--- src/hdl/assert_macros.svh ---
`ifndef ASSERT_MACROS_SVH
`define ASSERT_MACROS_SVH

// Same-cycle implication, checked on every clock edge out of reset.
`define ASSERT_SAME(lbl, ante, cons) \
    lbl: assert property (@(posedge aclk) disable iff (!aresetn) (ante) |-> (cons)) \
        else $error("assertion failed");

// Next-cycle implication, checked on every clock edge out of reset.
`define ASSERT_NEXT(lbl, ante, cons) \
    lbl: assert property (@(posedge aclk) disable iff (!aresetn) (ante) |=> (cons)) \
        else $error("assertion failed");

`endif

--- src/hdl/spm_pkg.sv ---
package spm_pkg;

    localparam int DIM_X_DEF      = 32;
    localparam int DIM_Y_DEF      = 32;
    localparam int DIM_Z_DEF      = 32;
    localparam int VALUE_BITS_DEF = 32;
    localparam int FRAC_BITS      = 16;
    localparam int SIZE_W         = 6;
    localparam int POS_W          = 5;
    localparam int FIELD_W        = 32;
    localparam int CFG_IDX_W      = 2;

    localparam logic OP_LOAD    = 1'b0;
    localparam logic OP_COMPUTE = 1'b1;

    typedef enum logic [CFG_IDX_W-1:0] {
        CFG_SIZE_X = 2'd0,
        CFG_SIZE_Y = 2'd1,
        CFG_SIZE_Z = 2'd2,
        CFG_MODE   = 2'd3
    } cfg_index_t;

    typedef enum logic [1:0] {
        ST_IDLE,
        ST_RUN,
        ST_DRAIN,
        ST_DONE
    } seq_state_t;

    typedef enum logic [2:0] {
        STEP_CENTER = 3'd0,
        STEP_XM     = 3'd1,
        STEP_XP     = 3'd2,
        STEP_YM     = 3'd3,
        STEP_YP     = 3'd4,
        STEP_ZM     = 3'd5,
        STEP_ZP     = 3'd6,
        STEP_RHS    = 3'd7
    } step_t;

    typedef struct packed {
        logic  use_term;
        logic  subtract;
        logic  rhs_term;
        step_t step;
    } term_ctl_t;

    typedef struct packed {
        logic load;
        logic bad;
    } out_ctl_t;

endpackage

--- src/hdl/spm_mac.sv ---
module spm_mac import spm_pkg::*; #(
    parameter int VW = VALUE_BITS_DEF
) (
    input  logic                 aclk,
    input  logic                 aresetn,
    input  logic                 clear,
    input  term_ctl_t            issue_ctl,
    input  logic signed [VW-1:0] center_q,
    input  logic signed [VW-1:0] right_q,
    input  logic signed [VW-1:0] up_q,
    input  logic signed [VW-1:0] front_q,
    input  logic signed [VW-1:0] rhs_q,
    input  logic signed [VW-1:0] vec_q,
    output logic signed [FIELD_W-1:0] result,
    output logic                 saturated
);

    localparam int PW = 2 * VW;
    localparam int AW = PW + 4;

    term_ctl_t ctl1_reg, ctl2_reg;
    logic signed [VW-1:0] coef_sel;
    logic signed [PW-1:0] prod_next, prod_reg;
    logic signed [AW-1:0] acc_reg, acc_next, shifted;
    logic                 fits;
    logic signed [VW-1:0] value;

    always_comb begin
        case (ctl1_reg.step)
            STEP_CENTER: coef_sel = center_q;
            STEP_XM, STEP_XP: coef_sel = right_q;
            STEP_YM, STEP_YP: coef_sel = up_q;
            STEP_ZM, STEP_ZP: coef_sel = front_q;
            STEP_RHS: coef_sel = rhs_q;
            default: coef_sel = center_q;
        endcase
        if (ctl1_reg.rhs_term) begin
            prod_next = PW'(rhs_q) <<< FRAC_BITS;
        end else begin
            prod_next = PW'(coef_sel) * PW'(vec_q);
        end
    end

    always_ff @(posedge aclk) begin
        if (!aresetn) begin
            ctl1_reg <= '0;
            ctl2_reg <= '0;
        end else begin
            ctl1_reg <= issue_ctl;
            ctl2_reg <= ctl1_reg;
        end
        prod_reg <= prod_next;
    end

    always_comb begin
        acc_next = acc_reg;
        if (clear) begin
            acc_next = '0;
        end else if (ctl2_reg.use_term) begin
            if (ctl2_reg.subtract) begin
                acc_next = acc_reg - AW'(prod_reg);
            end else begin
                acc_next = acc_reg + AW'(prod_reg);
            end
        end
    end

    always_ff @(posedge aclk) begin
        acc_reg <= acc_next;
    end

    always_comb begin
        shifted = acc_reg >>> FRAC_BITS;
        fits = (shifted[AW-1:VW-1] == '0) || (shifted[AW-1:VW-1] == '1);
        if (fits) begin
            value = shifted[VW-1:0];
        end else if (shifted[AW-1]) begin
            value = {1'b1, {(VW-1){1'b0}}};
        end else begin
            value = {1'b0, {(VW-1){1'b1}}};
        end
        result    = FIELD_W'(value);
        saturated = !fits;
    end

endmodule

--- config.mk ---
export PLATFORM = sky130hd
export DESIGN_NAME = spm_mac
export DESIGN_NICKNAME = d
export VERILOG_FILES = /design/src/hdl/assert_macros.svh /design/src/hdl/spm_pkg.sv /design/src/hdl/spm_mac.sv
export SDC_FILE = /design/constraint.sdc
export NUM_CORES = 2
export LEC_CHECK = 0
export BUFFER_PORTS_ARGS = -buffer_cell sky130_fd_sc_hd__buf_2
export CAP_MARGIN = 20
export CORE_AREA = 2 2 398 400
export CTS_CLUSTER_SIZE = 30
export DETAILED_ROUTE_END_ITERATION = 16
export DIE_AREA = 0 0 400 402
export PLACE_DENSITY = 0.47
export REMOVE_ABC_BUFFERS = 1
export SKIP_CTS_REPAIR_TIMING = 1
export SLEW_MARGIN = 5
export SYNTH_ARGS = -nofsm -noshare
export SYNTH_HDL_FRONTEND = slang
export SYNTH_SLANG_ARGS = --single-unit
export TNS_END_PERCENT = 100
--- constraint.sdc ---
create_clock -name aclk -period 18.2 [get_ports aclk]
set_input_delay 3.64 -clock aclk [delete_from_list [all_inputs] [get_ports aclk]]
set_output_delay 3.64 -clock aclk [all_outputs]
set_load 0.05 [all_outputs]
==> results by stage <==
Logic synthesis:
- Synthesis produced about 5300 cells.
- The Yosys step of the flow raised 0 warnings.
- The commonest cells after synthesis are sky130_fd_sc_hd__fa_1, sky130_fd_sc_hd__inv_1, sky130_fd_sc_hd__nand2_1.
- A synthesized cell averages around 9 um^2.
- For this run, the register share of the synthesized area comes to 0.0600.
- The share of the synthesized area in the top cell type is 0.464.
- Yosys attributes the largest share of cell area to sky130_fd_sc_hd__fa_1, sky130_fd_sc_hd__inv_1, sky130_fd_sc_hd__and2_1.
- The post-synthesis sequential element count is 140.
- The cell area that synthesis handed to floorplanning was 46700 um^2.
- Of all flip-flops after synthesis, the portion carrying an async set or reset was 0.
- The synthesized design spends more area on one cell type than any other, namely sky130_fd_sc_hd__fa_1.
- In this run, distinct cell masters in the synthesized netlist total 71.
- The leading register cell type out of synthesis is sky130_fd_sc_hd__dfxtp_1.
- Among all cell types in the netlist, the one instantiated most often is sky130_fd_sc_hd__fa_1.
- Counting flops with a built-in enable in the synthesized netlist gives 0.

Critical path:
- Along the worst path, the maximum fanout reaches 32.
- The data arrival time of the critical path is 13.47 ns.
- The class of the most critical setup path is input pin to register.
- STA classifies the critical path startpoint as an input pin.
- The sort of element at the end of the critical path is a register.
- The cell with the most instances on the worst path is sky130_fd_sc_hd__fa_1.
- The largest delay contributor family on the critical path is adder cells.
- The number of buffers and inverters on the critical path is 7.
- The master of the slowest instance on the critical path is sky130_fd_sc_hd__fa_1.
- The worst path required time is 18.57 ns.
- The largest stage delay on the critical path is 0.95 ns.

STA:
- The post-route clock period utilization is 0.720.
- Setup repair after global routing left no endpoint under its margin.
- Headroom to the max-slew limit came out at 0.308.
- The actual transition at the worst max-transition pin is 1.04 ns.
- The number of failing setup endpoints in the final timing report is 0.
- The hold violation total from the final report is 0.
- The worst-case hold slack is 0.469 ns.
- Derived from the worst setup path, the maximum achievable clock frequency is 0.0764 GHz.
- After routing, the total negative slack on setup checks comes to 0 ns.
- The maximum clock skew at final layout is approximately 0.011 ns.
- The number of max-slew violations in the final report is 0.
- The routed design could run at a clock period as short as approximately 13 ns.

Floorplanning:
- The die covers 161000 um^2.
- The height of the die is 402 um.
- The initial utilization of the core area, before any placement, comes to 0.297.
- The I/O pin count is between 200 and 250.
- The die boundary width is 400 um.
- The core region is between 150000 and 200000 um^2.
- The number of core rows is 146.

Place:
- The post-detailed-placement cell area is 50000 um^2.
- The final RePlAce weighted congestion is ~0.9.
- During placement, the flow inserted port buffers numbering 233.
- After detailed placement, the design holds a cell count of about 7400.
- The final HPWL from detailed placement is 121000 um.

Route:
- For this block, the initial DRC count from the detailed router was 1864.
- After detailed routing, the number of vias per cell comes to 4.80.
- The detailed router placed 35463 vias in this run.
- The count of nets left with antenna violations once routing finished came out at 0.
- The average wire length per cell after detail routing is slightly below 20 um.
- The number of iterations in the first detailed-routing pass is 5.
- In the routed design, unresolved DRC markers number 0.
- After detailed routing, the total wire length is 146000 um.

Clocking:
- The deepest level of the CTS H-tree is 4.
- CTS placed an instance of sky130_fd_sc_hd__clkbuf_16 at the clock tree root.
- For the worst-skew pair, the clock arrives at the later sink with an insertion delay of roughly 0.45 ns.
- TritonCTS built the clock tree.
- The largest buffer count on any clock path is 2.
- The number of clock sinks is 140.
- The clock-pin slew on the worst setup and hold paths is 0.07 ns.
- The clock buffer count from CTS is 17.

GRT:
- The sum of overflow across all layers after global routing is 0.
- In the global route stage, overall resource usage came out at 0.185.
- Entering global routing, the biggest net connects 70 pins.
- The number of global-route vias before repair is 38101.
- The global-route wire length before repair is approximately 230000 um.
- The number of antenna violations at the first check in global routing is 7.

Min path:
- The worst min-delay path class is register to register.

Final layout:
- The final cell count without fillers is 7389.
- In the final layout, the share of cells above drive strength 1 is 0.0709.
- With fillers left out, the area of the finished cells amounts to about 51000 um^2.
- The area overhead of the layout relative to synthesis is 8.28%.
- The number of flip-flops in the largest register is 68.
- The net count of the finished layout is approximately 7000.

Status:
- The run finished with clean final reports.

Run:
- Across the run, the number of max-cap violations was 0.
-- cells by family after synthesis --
group | share of synthesized area
DFF | 0.0600
and+or+nand+nor | 0.171
adders and majority gates | 0.532
buffers and inverters | 0.101
AOI/OAI and AO/OA | 0.0891
xor gates and xnor gates | 0.0362
muxes | 0.0104
-- cells in the final DEF (no fill, tap or decap), drive strengths merged, types with 140 or more instances in the layout --
| master | synthesis | final |
|---|---|---|
| a21oi | 223 | 223 |
| and2 | 544 | 544 |
| inv | 976 | 982 |
| o21ai | 155 | 155 |
| ha | 252 | 252 |
| dfxtp | 140 | 140 |
| nand2 | 625 | 625 |
| buf | 6 | 292 |
| nor2 | 246 | 246 |
| fa | 1083 | 1083 |
-- worst register-to-register path: cells and delay by family (launching register included) --
kind | cells | cell delay, ns
flops | 1 | 0.76
compound gates | 7 | 1.74
mux | 1 | 0.15
xor+xnor | 1 | 0.15
buf+inv | 8 | 2.08
simple gates | 7 | 1.70
fa+ha+maj | 9 | 4.94
-- final timing paths --
kind / startpoint / endpoint / slack (ns) / cells past startpoint
worst min register to register: ctl1_reg[4] / ctl2_reg[4] / 0.47 / 1
worst max register to register: ctl1_reg[0] / prod_reg[60] / 6.61 / 33
worst max-delay path: right_q[31] / prod_reg[60] / 5.10 / 32
worst min-delay path: ctl1_reg[4] / ctl2_reg[4] / 0.47 / 1
-- through the flow --
stage	setup slack (ns)	utilization
after floorplan	5.87	-
after global placement	4.64	0.318
after detailed placement	4.60	0.318
after CTS	5.05	0.322
after global routing	4.53	0.322
final	5.10	0.322
-- layer usage --
| metal | GRT usage | share of wire | vias up | routed length [um] |
|---|---|---|---|---|
| li1 | - | - | 16097 | - |
| met1 | 0.255 | 0.45 | 18453 | 66000 |
| met2 | 0.313 | 0.48 | 792 | 70700 |
| met3 | 0.0250 | 0.050 | 121 | 7310 |
| met4 | 0.0295 | 0.017 | 0 | 2480 |
| met5 | 0 | 0 | - | 0 |
-- final cells by class --
cell class                 instances  area [um^2]
antenna                            2         5.00
fill                           16642       107000
clock buffer                      19          443
sequential                       140         2810
inverter                         977         3670
tap                             2072         2590
multi-input combinational       3874        39300
clock inverter                    13          129
timing repair buffer             292         1620
Power is left out: the tool's default activity adds up to more than one toggle a clock period on the data nets, which glitch-free logic cannot reach.
