File: config.mk
export PLATFORM = sky130hd
export DESIGN_NAME = spm_seq
export DESIGN_NICKNAME = d
export VERILOG_FILES = /design/src/hdl/assert_macros.svh /design/src/hdl/spm_pkg.sv /design/src/hdl/spm_seq.sv
export SDC_FILE = /design/constraint.sdc
export NUM_CORES = 1
export LEC_CHECK = 0
export BUFFER_PORTS_ARGS = -buffer_cell sky130_fd_sc_hd__buf_2
export CAP_MARGIN = 20
export CORE_MARGIN = 2
export CORE_UTILIZATION = 45
export CTS_BUF_LIST = sky130_fd_sc_hd__clkbuf_8
export DETAILED_ROUTE_END_ITERATION = 10
export PLACE_DENSITY_LB_ADDON = 0.05
export SLEW_MARGIN = 20
export SYNTH_ARGS = -nofsm -noshare
export SYNTH_HDL_FRONTEND = slang
export SYNTH_SLANG_ARGS = --single-unit
File: constraint.sdc
create_clock -name aclk -period 2.7 [get_ports aclk]
set_input_delay 0.27 -clock aclk [delete_from_list [all_inputs] [get_ports aclk]]
set_output_delay 0.27 -clock aclk [all_outputs]
set_load 0.05 [all_outputs]
File: src/hdl/assert_macros.svh
`ifndef ASSERT_MACROS_SVH
`define ASSERT_MACROS_SVH

// Same-cycle implication, checked on every clock edge out of reset.
`define ASSERT_SAME(lbl, ante, cons) \
    lbl: assert property (@(posedge aclk) disable iff (!aresetn) (ante) |-> (cons)) \
        else $error("assertion failed");

// Next-cycle implication, checked on every clock edge out of reset.
`define ASSERT_NEXT(lbl, ante, cons) \
    lbl: assert property (@(posedge aclk) disable iff (!aresetn) (ante) |=> (cons)) \
        else $error("assertion failed");

`endif

File: src/hdl/spm_pkg.sv
package spm_pkg;

    localparam int DIM_X_DEF      = 32;
    localparam int DIM_Y_DEF      = 32;
    localparam int DIM_Z_DEF      = 32;
    localparam int VALUE_BITS_DEF = 32;
    localparam int FRAC_BITS      = 16;
    localparam int SIZE_W         = 6;
    localparam int POS_W          = 5;
    localparam int FIELD_W        = 32;
    localparam int CFG_IDX_W      = 2;

    localparam logic OP_LOAD    = 1'b0;
    localparam logic OP_COMPUTE = 1'b1;

    typedef enum logic [CFG_IDX_W-1:0] {
        CFG_SIZE_X = 2'd0,
        CFG_SIZE_Y = 2'd1,
        CFG_SIZE_Z = 2'd2,
        CFG_MODE   = 2'd3
    } cfg_index_t;

    typedef enum logic [1:0] {
        ST_IDLE,
        ST_RUN,
        ST_DRAIN,
        ST_DONE
    } seq_state_t;

    typedef enum logic [2:0] {
        STEP_CENTER = 3'd0,
        STEP_XM     = 3'd1,
        STEP_XP     = 3'd2,
        STEP_YM     = 3'd3,
        STEP_YP     = 3'd4,
        STEP_ZM     = 3'd5,
        STEP_ZP     = 3'd6,
        STEP_RHS    = 3'd7
    } step_t;

    typedef struct packed {
        logic  use_term;
        logic  subtract;
        logic  rhs_term;
        step_t step;
    } term_ctl_t;

    typedef struct packed {
        logic load;
        logic bad;
    } out_ctl_t;

endpackage

File: src/hdl/spm_seq.sv
module spm_seq import spm_pkg::*; #(
    parameter int DIM_X_MAX = DIM_X_DEF,
    parameter int DIM_Y_MAX = DIM_Y_DEF,
    parameter int DIM_Z_MAX = DIM_Z_DEF,
    parameter int AW        = 15
) (
    input  logic              aclk,
    input  logic              aresetn,
    input  logic              s_valid,
    output logic              s_ready,
    input  logic              s_operation,
    input  logic [POS_W-1:0]  s_pos_i,
    input  logic [POS_W-1:0]  s_pos_j,
    input  logic [POS_W-1:0]  s_pos_k,
    input  logic [SIZE_W-1:0] size_x,
    input  logic [SIZE_W-1:0] size_y,
    input  logic [SIZE_W-1:0] size_z,
    input  logic              mode,
    input  logic              out_free,
    output logic              ld_en,
    output logic [AW-1:0]     ld_addr,
    output logic              clear,
    output term_ctl_t         issue_ctl,
    output logic [AW-1:0]     coef_addr,
    output logic [AW-1:0]     vec_addr,
    output out_ctl_t          out_ctl
);

    localparam logic [AW-1:0] OFF_Y = AW'(DIM_X_MAX);
    localparam logic [AW-1:0] OFF_Z = AW'(DIM_X_MAX * DIM_Y_MAX);

    seq_state_t state_reg, state_next;
    step_t      step_reg;
    logic       drain_reg;
    logic       bad_reg;
    logic [5:0] nb_reg;
    logic [AW-1:0] p_reg;

    logic        accept, in_store, bad_in;
    logic [5:0]  nb_in;
    logic [31:0] pi, pj, pk;

    always_comb begin
        pi = 32'(s_pos_i);
        pj = 32'(s_pos_j);
        pk = 32'(s_pos_k);
        accept   = s_valid && s_ready;
        in_store = (pi < 32'(DIM_X_MAX)) && (pj < 32'(DIM_Y_MAX)) && (pk < 32'(DIM_Z_MAX));
        ld_addr  = AW'((AW'(s_pos_k) * AW'(DIM_Y_MAX) + AW'(s_pos_j)) * AW'(DIM_X_MAX)
                       + AW'(s_pos_i));
        ld_en    = accept && (s_operation == OP_LOAD) && in_store;
        bad_in   = !(pi < 32'(size_x) && pj < 32'(size_y) && pk < 32'(size_z) && in_store);
        nb_in[0] = pi != 32'd0;
        nb_in[1] = (pi + 32'd1 < 32'(size_x)) && (pi + 32'd1 < 32'(DIM_X_MAX));
        nb_in[2] = pj != 32'd0;
        nb_in[3] = (pj + 32'd1 < 32'(size_y)) && (pj + 32'd1 < 32'(DIM_Y_MAX));
        nb_in[4] = pk != 32'd0;
        nb_in[5] = (pk + 32'd1 < 32'(size_z)) && (pk + 32'd1 < 32'(DIM_Z_MAX));
    end

    always_comb begin
        state_next = state_reg;
        case (state_reg)
            ST_IDLE: begin
                if (accept && s_operation == OP_COMPUTE) begin
                    state_next = bad_in ? ST_DONE : ST_RUN;
                end
            end
            ST_RUN: begin
                if (step_reg == STEP_RHS) begin
                    state_next = ST_DRAIN;
                end
            end
            ST_DRAIN: begin
                if (drain_reg) begin
                    state_next = ST_DONE;
                end
            end
            ST_DONE: begin
                if (out_free) begin
                    state_next = ST_IDLE;
                end
            end
            default: state_next = ST_IDLE;
        endcase
    end

    always_ff @(posedge aclk) begin
        if (!aresetn) begin
            state_reg <= ST_IDLE;
            step_reg  <= STEP_CENTER;
            drain_reg <= 1'b0;
            bad_reg   <= 1'b0;
        end else begin
            state_reg <= state_next;
            case (state_reg)
                ST_IDLE: begin
                    if (accept && s_operation == OP_COMPUTE) begin
                        step_reg  <= STEP_CENTER;
                        drain_reg <= 1'b0;
                        bad_reg   <= bad_in;
                    end
                end
                ST_RUN: step_reg <= step_t'(3'(step_reg) + 3'd1);
                ST_DRAIN: drain_reg <= 1'b1;
                default: ;
            endcase
        end
    end

    always_ff @(posedge aclk) begin
        if (accept) begin
            p_reg  <= ld_addr;
            nb_reg <= nb_in;
        end
    end

    always_comb begin
        s_ready   = state_reg == ST_IDLE;
        clear     = accept && (s_operation == OP_COMPUTE);
        coef_addr = p_reg;
        vec_addr  = p_reg;
        issue_ctl.step     = step_reg;
        issue_ctl.rhs_term = step_reg == STEP_RHS;
        issue_ctl.subtract = mode && (step_reg != STEP_RHS);
        issue_ctl.use_term = 1'b0;
        case (step_reg)
            STEP_CENTER: issue_ctl.use_term = 1'b1;
            STEP_XM: begin
                coef_addr = p_reg - AW'(1);
                vec_addr  = p_reg - AW'(1);
                issue_ctl.use_term = nb_reg[0];
            end
            STEP_XP: begin
                vec_addr = p_reg + AW'(1);
                issue_ctl.use_term = nb_reg[1];
            end
            STEP_YM: begin
                coef_addr = p_reg - OFF_Y;
                vec_addr  = p_reg - OFF_Y;
                issue_ctl.use_term = nb_reg[2];
            end
            STEP_YP: begin
                vec_addr = p_reg + OFF_Y;
                issue_ctl.use_term = nb_reg[3];
            end
            STEP_ZM: begin
                coef_addr = p_reg - OFF_Z;
                vec_addr  = p_reg - OFF_Z;
                issue_ctl.use_term = nb_reg[4];
            end
            STEP_ZP: begin
                vec_addr = p_reg + OFF_Z;
                issue_ctl.use_term = nb_reg[5];
            end
            STEP_RHS: issue_ctl.use_term = mode;
            default: issue_ctl.use_term = 1'b0;
        endcase
        if (state_reg != ST_RUN) begin
            issue_ctl.use_term = 1'b0;
        end
        out_ctl.load = (state_reg == ST_DONE) && out_free;
        out_ctl.bad  = bad_reg;
    end

endmodule

==> results of run 1 <==
synthesized netlist by cell type (3+ instances only):
library cell,instances
ha_1,51
nor2_1,49
a21oi_1,47
nand2_1,44
inv_1,41
o21ai_0,38
edfxtp_1,21
nand3_1,21
buf_4,17
clkbuf_1,17
nor3_1,13
xnor2_1,10
nor2b_1,8
dfxtp_1,7
a31oi_1,5
nor4_1,5
a211oi_1,4
a22oi_1,4
and2_1,4
buf_2,4
nand2b_1,4
nand4_1,4
o211ai_1,4
o31ai_1,4
xor2_1,4
a221oi_1,3
and3_1,3
nor3b_1,3
o221ai_1,3
or4b_2,3
what timing repair did:
action / CTS / global route
setup endpoints to repair: 11 / 21
setup buffers: 2 / 14
pin swaps: 5 / 8
gates resized for setup: 25 / 46
cells by family (layout without fill, tap and decap cells):
group	Yosys count	count (layout)	synth area share (%)
mux	2	2	0.581
simple gates	171	171	22.6
compound gates	143	143	24.9
buf+inv	80	187	10.1
xor+xnor	14	14	3.35
flops	28	28	21.0
fa+ha+maj	51	51	17.4
where the power goes:
| group | internal [mW] | leakage, nW | switching (mW) |
|---|---|---|---|
| combinational | 0.868 | 1.83 | 1.77 |
| clock | 0.102 | 0.0269 | 0.129 |
| sequential | 0.577 | 0.249 | 0.0831 |
| total | 1.55 | 2.10 | 1.98 |
cell type report:
class | count | share of cell area (%)
clock inverter | 1 | 0.0783
timing repair buffer | 142 | 19.1
multi-input combinational | 381 | 57.9
sequential | 28 | 16.2
clock buffer | 3 | 0.862
inverter | 41 | 3.21
tap | 102 | 2.66
metal layers:
metal | routed length, µm | GRT usage, % | vias up
met3 | 630 | 1.85 | 22
li1 | - | - | 1967
met1 | 4860 | 33.6 | 1889
met5 | 0 | 0 | -
met2 | 5220 | 41.1 | 167
met4 | 231 | 7.13 | 0
layout by cell type (no fill, tap or decap), types with 4 or more instances in the layout:
cell type / count
inv_1: 38
o21ai_1: 5
nor2_2: 4
xor2_1: 4
nand2_1: 43
a21oi_2: 10
nor3_1: 12
a21oi_1: 37
buf_4: 47
buf_6: 11
xnor2_1: 9
and2_1: 4
a31oi_1: 4
a211oi_1: 4
ha_1: 46
o211ai_1: 4
nand4_1: 4
o21ai_0: 31
buf_2: 80
inv_2: 4
edfxtp_1: 21
nor2_1: 44
nor2b_1: 7
nand3_1: 19
dfxtp_1: 4
worst paths after layout:
kind                                to  slack [ns]  cells after the start
max                      coef_addr[12]       -0.13                      9
min                 p_reg[0]$_DFFE_PP_        0.25                      1
max reg2reg  state_reg[1]$_SDFFE_PN0P_        0.41                      8
min reg2reg     drain_reg$_SDFFE_PN0P_        0.54                      2
per-stage QoR:
stage | cell area (µm²) | TNS (ns)
3_5_place_dp | 4390 | 0
3_3_place_gp | 4390 | 0
4_1_cts | 4530 | -0.214
2_1_floorplan | 3780 | -0.125
5_1_grt | 4790 | -1.21
6_report | 4790 | -0.385
critical path: stages (launching register included):
cell and delay, ns:
edfxtp_1 0.43, inv_2 0.10, ha_4 0.13, or4b_4 0.49
o41ai_4 0.25, nand2_1 0.11, xor2_1 0.15, o32a_1 0.27
a21oi_2 0.19, buf_6 0.18
==> flow_metrics.tcl, run 1 <==
set metrics [dict create \
    outcome "finished with violations" \
    violations "negative setup slack" \
    drive_gt1_share_pct 35.1 \
    critPathLaunch "p_reg[0]$_DFFE_PP_" \
    grt.overflow.total 0 \
    initial_core_util_pct 46.9 \
    crit_fanout 3 \
    place_hpwl_um 8440 \
    io_pins 95 \
    min_period_over_period_pct 105 \
    drv_cap 0 \
    grt_setup_unrepaired "true" \
    powerDensity_nw_per_um2 735 \
    final.setup_skew_ns 0.00232 \
    tightest_slew_ns 0.639 \
    drc 0 \
    crit_path_end_kind "output pin" \
    synthTopCellsByArea "ha_1 (17%), edfxtp_1 (17%), a21oi_1 (6.4%)" \
    regArea_um2 774 \
    worstPathArrival_ns 2.56 \
    wirelength_um 10900 \
    synth_top_area_share_pct 17.4 \
    cts_tree "built" \
    cts_max_path_buffers 2 \
    area_growth_pct 30.9 \
    fillers 738 \
    setup_violations 5 \
    diodes 0 \
    min_period_ns 2.83 \
    clk_pin_slew_ns 0.09 \
    vias 4045 \
    numCtsBuffers 3 \
    ys_types 62 \
    multiInputGateArea_um2 2780 \
    crit_type "reg2out" \
    whs_ns 0.253 \
    drt-initial-drc-count 323 \
    instances_no_fill 698 \
    holdBufCountCts 0 \
    cp.required_ns 2.43 \
    vias_per_cell 5.80 \
    cts_num_sinks 28 \
    routedWlPerCell_um 15.7 \
    grt_util_all_layers_pct 24.5 \
    die_h_um 94.2 \
    timing.fmax_mhz 353 \
    setup_ws_ns -0.134 \
    numPortBuffers 94 \
    syn_area_per_cell_um2 7.49 \
    root_buffer "clkbuf_8" \
    dp.cells 678 \
    worstReg2RegStart "step_reg[0]$_SDFFE_PN0P_" \
    post-route-util_pct 61.4 \
    relSlewSlack_pct 57.4 \
    placementRows 32 \
    ant_nets 0 \
    yosysTopAreaCell "ha_1" \
    finalMaxSlewViolations 0 \
    start_kind "flip-flop" \
    gp_congestion 0.944 \
    clk_latency_ns 0.27 \
    grt_max_degree 25 \
    synth_edf_count 21 \
    coreArea_um2 7810 \
    synth-async-reset-ratio_pct 0 \
    worstHoldPathType "in2reg" \
    syn_area_um2 3660 \
    grt_pass1_vias 3608 \
    die_area_um2 8880 \
    vdd_drop_max_uv 369 \
    antenna_found_initial 0 \
    synth_nets 579 \
    hold_viol 0 \
    ys.flop_type "edfxtp_1" \
    synth_seq_cells 28 \
    largest_reg_flops 15 \
    syn_inst 489 \
    htreeDepth 1 \
    power_mw 3.52 \
    grt_first_pass_wirelength_um 17400 \
    hold_start "s_pos_i[0]" \
    p_leak_nw 2.10 \
    place_ws_ns 0.0323 \
    drt_first_pass_iters 6 \
    die_width_um 94.2 \
    yosys_warnings 0 \
    seq_area_frac_synth_pct 21.0 \
    nets 687 \
]
No activity file was read; power rests on OpenSTA's default activity.
==> run 2, diff against run 1 <==
--- a/config.mk
+++ b/config.mk
@@ -12,7 +12,6 @@
 export CTS_BUF_LIST = sky130_fd_sc_hd__clkbuf_8
 export DETAILED_ROUTE_END_ITERATION = 10
 export PLACE_DENSITY_LB_ADDON = 0.05
-export SLEW_MARGIN = 20
 export SYNTH_ARGS = -nofsm -noshare
 export SYNTH_HDL_FRONTEND = slang
 export SYNTH_SLANG_ARGS = --single-unit
==> constraint.sdc (replaced) <==
create_clock -name aclk -period 2.9 [get_ports aclk]
set_input_delay 0.29 -clock aclk [delete_from_list [all_inputs] [get_ports aclk]]
set_output_delay 0.29 -clock aclk [all_outputs]
set_load 0.05 [all_outputs]
==> run 2 against run 1 <==
Against the previous run: the flow now finishes without violations; largest cell class unchanged; clock skew rose by 0.010 ns; non-clock buffer count shrank 18; global-route usage decreased by 0.40 points; critical path type unchanged.
==> flow_metrics.tcl, run 2 (same netlist as run 1, synthesis figures left out) <==
set metrics [dict create \
    outcome "complete, no violations" \
    placementRows 32 \
    instances_no_fill 680 \
    gp_congestion 0.919 \
    cts_num_sinks 28 \
    antenna_found_initial 0 \
    die_h_um 94.2 \
    layout_commonest_cell "buf_2" \
    drive_gt1_share_pct 29.4 \
    crit_type "reg2out" \
    largest_reg_flops 15 \
    cp_cell_sequence "inv_2, ha_4, or4b_4, o41ai_4, nand2_1, xor2_1, o32a_1, a21oi_2, buf_6" \
    fin_tns_setup_ns 0 \
    diodes 0 \
    dp.cells 671 \
    start_kind "flip-flop" \
    cpMaxStageDelayCell "or4b_4" \
    cts_max_path_buffers 2 \
    final.setup_skew_ns 0.0126 \
    cp.required_ns 2.61 \
    fillers 763 \
    drc 0 \
    cts_tree "built" \
    grt.overflow.total 0 \
    coreArea_um2 7810 \
    grt_setup_unrepaired "true" \
    hold_viol 0 \
    die_area_um2 8880 \
    numCtsBuffers 3 \
    vias 3932 \
    routedWlPerCell_um 15.6 \
    met1_usage_pct 34.1 \
    grt_first_pass_wirelength_um 17300 \
    worstHoldPathType "in2reg" \
    drv_cap 0 \
    powerDensity_nw_per_um2 686 \
    min_period_over_period_pct 98.1 \
    worstPathArrival_ns 2.56 \
    vias_per_cell 5.78 \
    relSlewSlack_pct 50.9 \
    whs_ns 0.272 \
    vdd_drop_max_uv 288 \
    numPortBuffers 94 \
    grt_pass1_vias 3449 \
    tightest_slew_ns 0.737 \
    die_width_um 94.2 \
    grt_use_met3_pct 2.57 \
    nets 669 \
    setup_violations 0 \
    clk_latency_ns 0.28 \
    ant_nets 0 \
    htreeDepth 1 \
    place_hpwl_um 8390 \
    wirelength_um 10600 \
    crit_path_max_incr_delay_ns 0.49 \
    timing.fmax_mhz 351 \
    initial_core_util_pct 46.9 \
    area_growth_pct 21.9 \
    root_buffer "clkbuf_8" \
    clk_pin_slew_ns 0.09 \
    io_pins 95 \
    drt_first_pass_iters 6 \
    top_usage_layer "met2" \
    grt_util_all_layers_pct 24.1 \
    min_period_ns 2.85 \
    regArea_um2 771 \
    p_leak_nw 1.97 \
    finalMaxSlewViolations 0 \
    multiInputGateArea_um2 2640 \
    crit_path_end_kind "output pin" \
    drt-initial-drc-count 298 \
    grt_max_degree 25 \
    final_cell_mix "buf_2 (88), nor2_1 (47), ha_1 (46), nand2_1 (44)" \
    crit_fanout 4 \
    grt_use_met2_pct 38.0 \
]
-- run 2: cell types whose count changed in the layout (fill, tap and decap cells not counted), sizes merged --
cell    before  now
buf        139  122
clkinv       0    1
clkbuf       6    5
inv         42   41
-- run 2: worst paths after layout --
kind                            slack (ns)  cells after the start                startpoint                   endpoint
worst max register to register        0.60                      8  step_reg[0]$_SDFFE_PN0P_  state_reg[1]$_SDFFE_PN0P_
worst min-delay path                  0.27                      1                s_pos_i[1]         p_reg[1]$_DFFE_PP_
worst min register to register        0.53                      2    drain_reg$_SDFFE_PN0P_     drain_reg$_SDFFE_PN0P_
worst max-delay path                  0.05                      9        p_reg[0]$_DFFE_PP_              coef_addr[12]
-- run 2: layout make-up --
type	instances	share of cell area, %
inverters	41	3.45
clock buffers	3	0.925
clock inverters	1	0.0841
well taps	102	2.86
flip-flops and latches	28	17.3
repair buffers	124	16.2
multi-input cells	381	59.2
-- run 2: per-layer routing --
| layer | wire, µm | part of all wire [%] | vias up |
|---|---|---|---|
| li1 | - | - | 1927 |
| met1 | 4790 | 45 | 1811 |
| met2 | 4860 | 46 | 176 |
| met3 | 730 | 6.9 | 18 |
| met4 | 261 | 2.5 | 0 |
| met5 | 0 | 0 | - |
-- run 2: critical path, delay by kind of cell (launching register included) --
family | cells | cell delay, ns
xor gates and xnor gates | 1 | 0.14
AOI/OAI and AO/OA | 3 | 0.70
DFF | 1 | 0.41
and+or+nand+nor | 2 | 0.59
adders and majority gates | 1 | 0.15
buffers and inverters | 2 | 0.29
-- run 2: through the flow --
step	worst slack, ns	utilization, %	power [mW]	instance area, µm²
6_report	0.0548	57.2	3.06	4460
5_1_grt	-0.0336	57.2	3.25	4460
4_1_cts	0.00250	55.8	2.97	4360
3_5_place_dp	0.184	55.0	2.73	4290
3_3_place_gp	0.238	55.0	2.71	4290
2_1_floorplan	-0.117	-	2.21	3720
-- run 2: timing repair --
item | CTS | global route
hold endpoints to repair | 0 | 0
setup endpoints to repair | 3 | 14
pin swaps | 1 | 2
gates resized for setup | 4 | 23
hold buffers | 0 | 0
setup buffers | 0 | 5
-- run 2: where the power goes --
part           switching, mW  internal [mW]
registers             0.0838          0.537
clock network          0.127         0.0953
logic                   1.56          0.659
